$ cat src/hdl/iiel_pkg.sv
// shared types and codes for the indexed insert/erase list
`timescale 1ns / 1ps
`default_nettype none

package iiel_pkg;

	localparam int POS_W   = 7;
	localparam int COUNT_W = 7;
	localparam int VALUE_W = 32;

	typedef enum logic [1:0] {
		REQ_READ   = 2'd0,
		REQ_WRITE  = 2'd1,
		REQ_INSERT = 2'd2,
		REQ_ERASE  = 2'd3
	} req_t;

	typedef enum logic [1:0] {
		ST_DONE = 2'd0,
		ST_OOB  = 2'd1,
		ST_FULL = 2'd2
	} status_t;

	// what every cell of the row does on each clock edge
	typedef enum logic [1:0] {
		CL_HOLD   = 2'd0,
		CL_WRITE  = 2'd1,
		CL_INSERT = 2'd2,
		CL_ERASE  = 2'd3
	} cell_op_t;

	typedef struct packed {
		cell_op_t         op;
		logic [POS_W-1:0] pos;
	} cell_ctl_t;

endpackage

`default_nettype wire

$ cat src/hdl/iiel_cell.sv
// one storage cell of the list row, shifting with its neighbors
`timescale 1ns / 1ps
`default_nettype none

module iiel_cell
	import iiel_pkg::*;
#(
	parameter int WORD_WIDTH = 32,
	parameter int IDX        = 0
) (
	input  wire logic                  clk,
	input  wire cell_ctl_t             ctl,
	input  wire logic [WORD_WIDTH-1:0] wdata,
	input  wire logic [WORD_WIDTH-1:0] left_data,
	input  wire logic [WORD_WIDTH-1:0] right_data,
	output logic      [WORD_WIDTH-1:0] data,
	output logic      [WORD_WIDTH-1:0] hit_data
);

	logic [WORD_WIDTH-1:0] data_q;
	logic                  at_pos;
	logic                  above_pos;

	assign at_pos    = (int'(ctl.pos) == IDX);
	assign above_pos = (IDX > int'(ctl.pos));

	always_ff @(posedge clk) begin
		unique case (ctl.op)
			CL_HOLD: begin
				data_q <= data_q;
			end
			CL_WRITE: begin
				if (at_pos) begin
					data_q <= wdata;
				end
			end
			CL_INSERT: begin
				if (at_pos) begin
					data_q <= wdata;
				end else if (above_pos) begin
					data_q <= left_data;
				end
			end
			CL_ERASE: begin
				if (at_pos || above_pos) begin
					data_q <= right_data;
				end
			end
			default: begin
				data_q <= data_q;
			end
		endcase
	end

	assign data     = data_q;
	assign hit_data = at_pos ? data_q : '0;

endmodule

`default_nettype wire

$ cat config.mk
export PLATFORM = sky130hd
export DESIGN_NAME = iiel_cell
export DESIGN_NICKNAME = d
export VERILOG_FILES = /design/src/hdl/iiel_pkg.sv /design/src/hdl/iiel_cell.sv
export SDC_FILE = /design/constraint.sdc
export NUM_CORES = 1
export LEC_CHECK = 0
export ABC_CLOCK_PERIOD_IN_PS = 5310
export BUFFER_PORTS_ARGS = -buffer_cell sky130_fd_sc_hd__buf_4
export CAP_MARGIN = 25
export CORE_ASPECT_RATIO = 0.9
export CORE_UTILIZATION = 39
export CTS_BUF_LIST = sky130_fd_sc_hd__clkbuf_4
export DETAILED_ROUTE_END_ITERATION = 10
export PLACE_DENSITY = 0.92
export SYNTH_ARGS = -nofsm -noshare
export SYNTH_HDL_FRONTEND = slang
export SYNTH_SLANG_ARGS = --single-unit
export TNS_END_PERCENT = 10
$ cat constraint.sdc
create_clock -name clk -period 5.31 [get_ports clk]
set_input_delay 0.531 -clock clk [delete_from_list [all_inputs] [get_ports clk]]
set_output_delay 0.531 -clock clk [all_outputs]
set_load 0.02 [all_outputs]
==> qor.csv, run 1 <==
metric;value;unit
core area;0.004576;mm2
# IOs;170;
Clock Power Share;25.8;%
peak supply drop;189.2;uV
Worst EP arrival;1.98;ns
setup repair after global routing missed its margin;false;
via count;1595;
Syn Nets;256;
Final Hold Viols;0;
Synth Warn #;0;
Slew @ Worst Pin;0.9275;ns
Seq pwr share;46.7;%
Post-Place Setup Slack;2.800;ns
Layout area overhead;58.25;%
max cap viols;0;
synthesized area;0.001918;mm2
vias in the first global route;1589;
aggregate global routing overflow;0;
Starting Density;41.92;%
clk buf depth;2;
Comb pwr share;27.5;%
max reg flops;32;
Distinct cells, synth;16;
synthesized area per cell;12.96;um2
Hold Buf Count CTS;0;
antenna viol nets, final;0;
FMAX;398.0;MHz
status;finished, final reports clean;
fin. max-slew vios;0;
P_int;0.5176;mW
Die H;68.53;um
Max Fanout on Critical Path;32;
Synth Area in Adders;1.305;%
Final min period;2.513;ns
layout cells sized above 1;74.82;%
Hold Path Origin;wdata[20];
PD cells;234.3;mW/mm2
setup ws final;2.797;ns
Die X;75.93;um
DRT iter0 DRCs;27;
data required time of the worst path;4.78;ns
Post-CTS Setup Bufs;0;
Setup CP Type;input port to primary output;
antenna violations before repair;0;
Pwr Total;0.7113;mW
htree depth;2;
root buffer cell;clkbuf_4;
gpl congestion;0.6892;
area of the multi-input gates;753.2;um2
setup violators final;0;
die footprint;0.005203;mm2
leak pwr;1.379;nW
WL/cell;13.49;um
nets@finish;389;
Via density;4.637;
portion of netlist area occupied by mux cells;18.79;%
sequential fraction of the synthesis area;50.10;%
largest net degree at the start of global routing;34;
FF+latch count, synth;32;
register area;960.9;um2
Compound-Gate Fraction of Synth Area;0.4566;%
Synth Instances;148;
sw power;0.1937;mW
DRC viols;0;
TritonCTS clock tree;done;
total CTS buffers;5;
row count;23;
crit path launch type;input port;
hold crit path type;input port to flip-flop;
CP endpoint;hit_data[0];
TNS Setup;0;ns
clock tree sinks;32;
combinational family with the most area after synthesis;multiplexers;
PortBufs;137;
post-CTS sizing;0;
Fillers;358;
number of detailed-route iterations in the first pass;4;
Simple-Gate Fraction of Synth Area;17.55;%
GR Util All Layers;18.38;%
Post-Synth XOR/XNOR Area;0;%
fin crit share;47.32;%
first-pass GRT wire length;7.162;mm
antenna cells;0;
HPWL Detailed;3.531;mm
Slew HR;38.17;%
CP endpoint kind;primary output;
CP startpoint;ctl[1];
final WL;4.639;mm
switching share of power;27.23;%
clock-pin slew on the worst setup and hold paths;0.10;ns
-- area by class of cell --
| cell class | instances | share of cell area [%] |
|---|---|---|
| well taps | 62 | 2.556 |
| repair buffers | 138 | 34.13 |
| flip-flops and latches | 32 | 31.66 |
| multi-input cells | 70 | 24.81 |
| clock buffers | 6 | 1.484 |
| inverters | 34 | 4.204 |
| clock inverters | 2 | 1.154 |
-- placed cells by master, fill, tap and decap left out, types with 3 or more instances in the layout --
| cell type | netlist | final |
|---|---|---|
| inv_1 | 34 | 34 |
| nor3_1 | 3 | 3 |
| clkbuf_4 | 0 | 6 |
| edfxtp_1 | 32 | 32 |
| mux2_2 | 32 | 32 |
| nor3_2 | 28 | 28 |
| buf_4 | 0 | 138 |
-- metal layers --
metal  up-vias  global-route usage (%)  share of wire [%]
met5         -                       0                  0
met4         0                   7.933                1.4
met3         7                   5.526                7.6
met2        75                   38.07                 56
met1       737                   17.24                 35
li1        776                       -                  -
-- power by group through the flow --
stage | logic (mW) | clock network (mW) | registers [mW]
2_1_floorplan | 0.0586 | 0 | 0.378
3_3_place_gp | 0.193 | 0 | 0.336
3_5_place_dp | 0.198 | 0 | 0.339
4_1_cts | 0.198 | 0.191 | 0.333
5_1_grt | 0.209 | 0.204 | 0.337
6_report | 0.195 | 0.184 | 0.332
-- cell families (layout without fill, tap and decap cells) --
logic type,count (synthesis),in the layout
flip-flops,32,32
AO/OA/AOI/OAI,1,1
buffers and inverters,46,180
multiplexers,32,32
adder cells (fa/ha/maj),2,2
AND/OR/NAND/NOR,35,35
-- per-stage QoR --
step,utilization (%),hold WS (ns),std cells,instance area (um2)
after floorplan,-,0.7509,148,1918
after global placement,64.59,0.8351,336,2955
after detailed placement,64.59,0.8362,336,2955
after CTS,66.34,0.4812,344,3035
after global routing,66.34,0.4604,344,3035
final,66.34,0.5003,344,3035
-- worst max-delay path, cell delays in order --
cell and delay [ns]:
buf_4 0.11, or3_2 0.87, nor3_1 0.28, buf_4 0.18
-- worst min-delay path by stage --
stage / end / slack, ns / cells after the start
global placement: data[30] / 0.84 / 2
detailed placement: data[20] / 0.84 / 2
finish: data[20] / 0.50 / 2
floorplan: data[0] / 0.75 / 1
CTS: data[5] / 0.48 / 2
global route: data[11] / 0.46 / 2
-- cells in the mapped netlist --
cell type | count | area (um2)
o32ai_1 | 1 | 8.760
nor3_4 | 1 | 16.27
buf_8 | 2 | 30.03
clkbuf_1 | 2 | 7.510
nor3_2 | 28 | 280.3
buf_12 | 1 | 20.02
or3_1 | 1 | 6.260
nor3_1 | 3 | 15.01
edfxtp_1 | 32 | 960.9
buf_6 | 1 | 11.26
buf_2 | 6 | 30.03
inv_1 | 34 | 127.6
mux2_2 | 32 | 360.4
ha_1 | 2 | 25.02
or4_1 | 1 | 7.510
or4_4 | 1 | 11.26
Power figures use the tool's default switching activity.
==> run 2, diff against run 1 <==
ABC_CLOCK_PERIOD_IN_PS = 2150   (was 5310)
CORE_UTILIZATION = 35   (was 39)
PLACE_DENSITY = 0.87   (was 0.92)
clock period = 2.15 ns   (was 5.31 ns; I/O delays follow)
==> qor.csv, run 2 (synthesized netlist as in run 1, its figures left out) <==
metric;value;unit;change
status;finished, final reports clean;;
vias in the first global route;1636;;+3.0%
die footprint;0.005781;mm2;+11%
PortBufs;137;;unchanged
HPWL Detailed;3.788;mm;+7.3%
clock tree sinks;32;;unchanged
first-pass GRT wire length;7.231;mm;+0.96%
max reg flops;32;;unchanged
Die X;80.04;um;+5.4%
gpl congestion;0.6919;;+0.39%
post-CTS sizing;0;;unchanged
layout cells sized above 1;74.91;%;+0.090 points
most frequent CP cell;buf_4;;
TritonCTS clock tree;done;;
fin. max-slew vios;0;;unchanged
commonest cells after routing, fill and taps aside;143 x buf_4, 34 x inv_1, 32 x mux2_2, 32 x edfxtp_1, 28 x nor3_2;;
total CTS buffers;5;;unchanged
Layout area overhead;59.30;%;
DRT iter0 DRCs;19;;-30%
Worst Path Buf+Inv;3;;+1
fin crit share;81.01;%;
Via density;4.540;;-2.1%
Worst EP arrival;1.53;ns;-0.45 ns
Pwr Total;1.659;mW;+130%
antenna violations before repair;0;;unchanged
Setup CP Type;input port to primary output;;
# IOs;170;;unchanged
number of detailed-route iterations in the first pass;4;;unchanged
setup repair after global routing missed its margin;false;;
Final min period;1.742;ns;
antenna cells;0;;unchanged
CP cell instances;buf_4 -> or4_4 -> buf_4 -> nor3_1 -> buf_4;;
setup ws final;0.4083;ns;-2.389 ns
Finished Layout Cells;354;;+2.9%
htree depth;2;;unchanged
final WL;4.802;mm;+3.5%
PD cells;543.1;mW/mm2;+130%
via count;1607;;+0.75%
peak supply drop;325.3;uV;+72%
WL/cell;13.56;um;+0.59%
nets@finish;394;;+1.3%
Hold Path Origin;wdata[28];;
Fin Hold WS;0.1798;ns;-0.3205 ns
DP Area;0.002999;mm2;+1.5%
aggregate global routing overflow;0;;unchanged
GR Util All Layers;16.74;%;-1.6 points
placed cell count;346;;+3.0%
row count;25;;+8.7%
clock-pin slew on the worst setup and hold paths;0.11;ns;about the same
TNS Setup;0;ns;unchanged
Post-Place Setup Slack;0.3375;ns;-2.463 ns
FMAX;574.2;MHz;
worst stage delay on the critical path;0.56;ns;-0.31 ns
DRC viols;0;;unchanged
Starting Density;36.50;%;-5.4 points
CP endpoint kind;primary output;;
WHS Endpoint;data[28];;
max cap viols;0;;unchanged
CP delay by family, top;simple AND/OR/NAND/NOR gates;;
hold crit path type;input port to flip-flop;;
Slew @ Worst Pin;0.8090;ns;-0.1185 ns
Slew HR;46.07;%;+7.9 points
Final Hold Viols;0;;unchanged
most common cell after layout, fill and taps aside;buf_4;;
leak pwr;1.389;nW;+0.75%
Max Fanout on Critical Path;18;;-44%
data required time of the worst path;1.93;ns;-2.85 ns
largest net degree at the start of global routing;34;;unchanged
antenna viol nets, final;0;;unchanged
setup violators final;0;;unchanged
clk buf depth;2;;unchanged
Post-CTS Setup Bufs;0;;unchanged
root buffer cell;clkbuf_4;;
Hold Buf Count CTS;0;;unchanged
CP max stage cell;or4_4;;
core area;0.005255;mm2;+15%
crit path launch type;input port;;
Core Util, Final;58.14;%;-8.2 points
Die H;72.23;um;+5.4%
Worst Hold Depth;2;;unchanged
fin area;0.003055;mm2;+0.66%
-- run 2: changes by cell type in the layout (fill, tap and decap cells not counted), sizes merged --
cell	before	now
buf	138	143
bufinv	1	0
clkbuf	6	7
-- run 2: area by class of cell --
| class | count | area (um2) |
|---|---|---|
| timing repair buffer | 143 | 1074 |
| tap | 67 | 83.83 |
| clock buffer | 7 | 52.55 |
| fill | 465 | 2200 |
| inverter | 34 | 127.6 |
| sequential | 32 | 960.9 |
| multi-input combinational | 70 | 753.2 |
| clock inverter | 1 | 3.754 |
-- run 2: worst max-delay path by stage --
stage                     cells past startpoint  slack (ns)      endpoint  startpoint
after CTS                                     5        0.40   hit_data[1]      ctl[2]
final                                         5        0.41  hit_data[31]      ctl[2]
after global routing                          5        0.35   hit_data[0]      ctl[2]
after floorplan                               4        0.09       data[0]      ctl[7]
after detailed placement                      4        0.34       data[5]      ctl[7]
after global placement                        4        0.38       data[7]      ctl[7]
-- run 2: power breakdown --
group,switching [mW],leakage [nW],internal (mW)
Combinational,0.245,1.05,0.245
Sequential,0.0378,0.302,0.782
Clock,0.199,0.0338,0.151
Total,0.482,1.39,1.18
-- run 2: per-layer routing --
layer	vias up	GRT usage [%]	share of wire, %
met1	744	15.96	34
met2	78	33.14	56
met3	2	5.157	9.5
li1	783	-	-
met4	0	6.349	0.44
met5	-	0	0
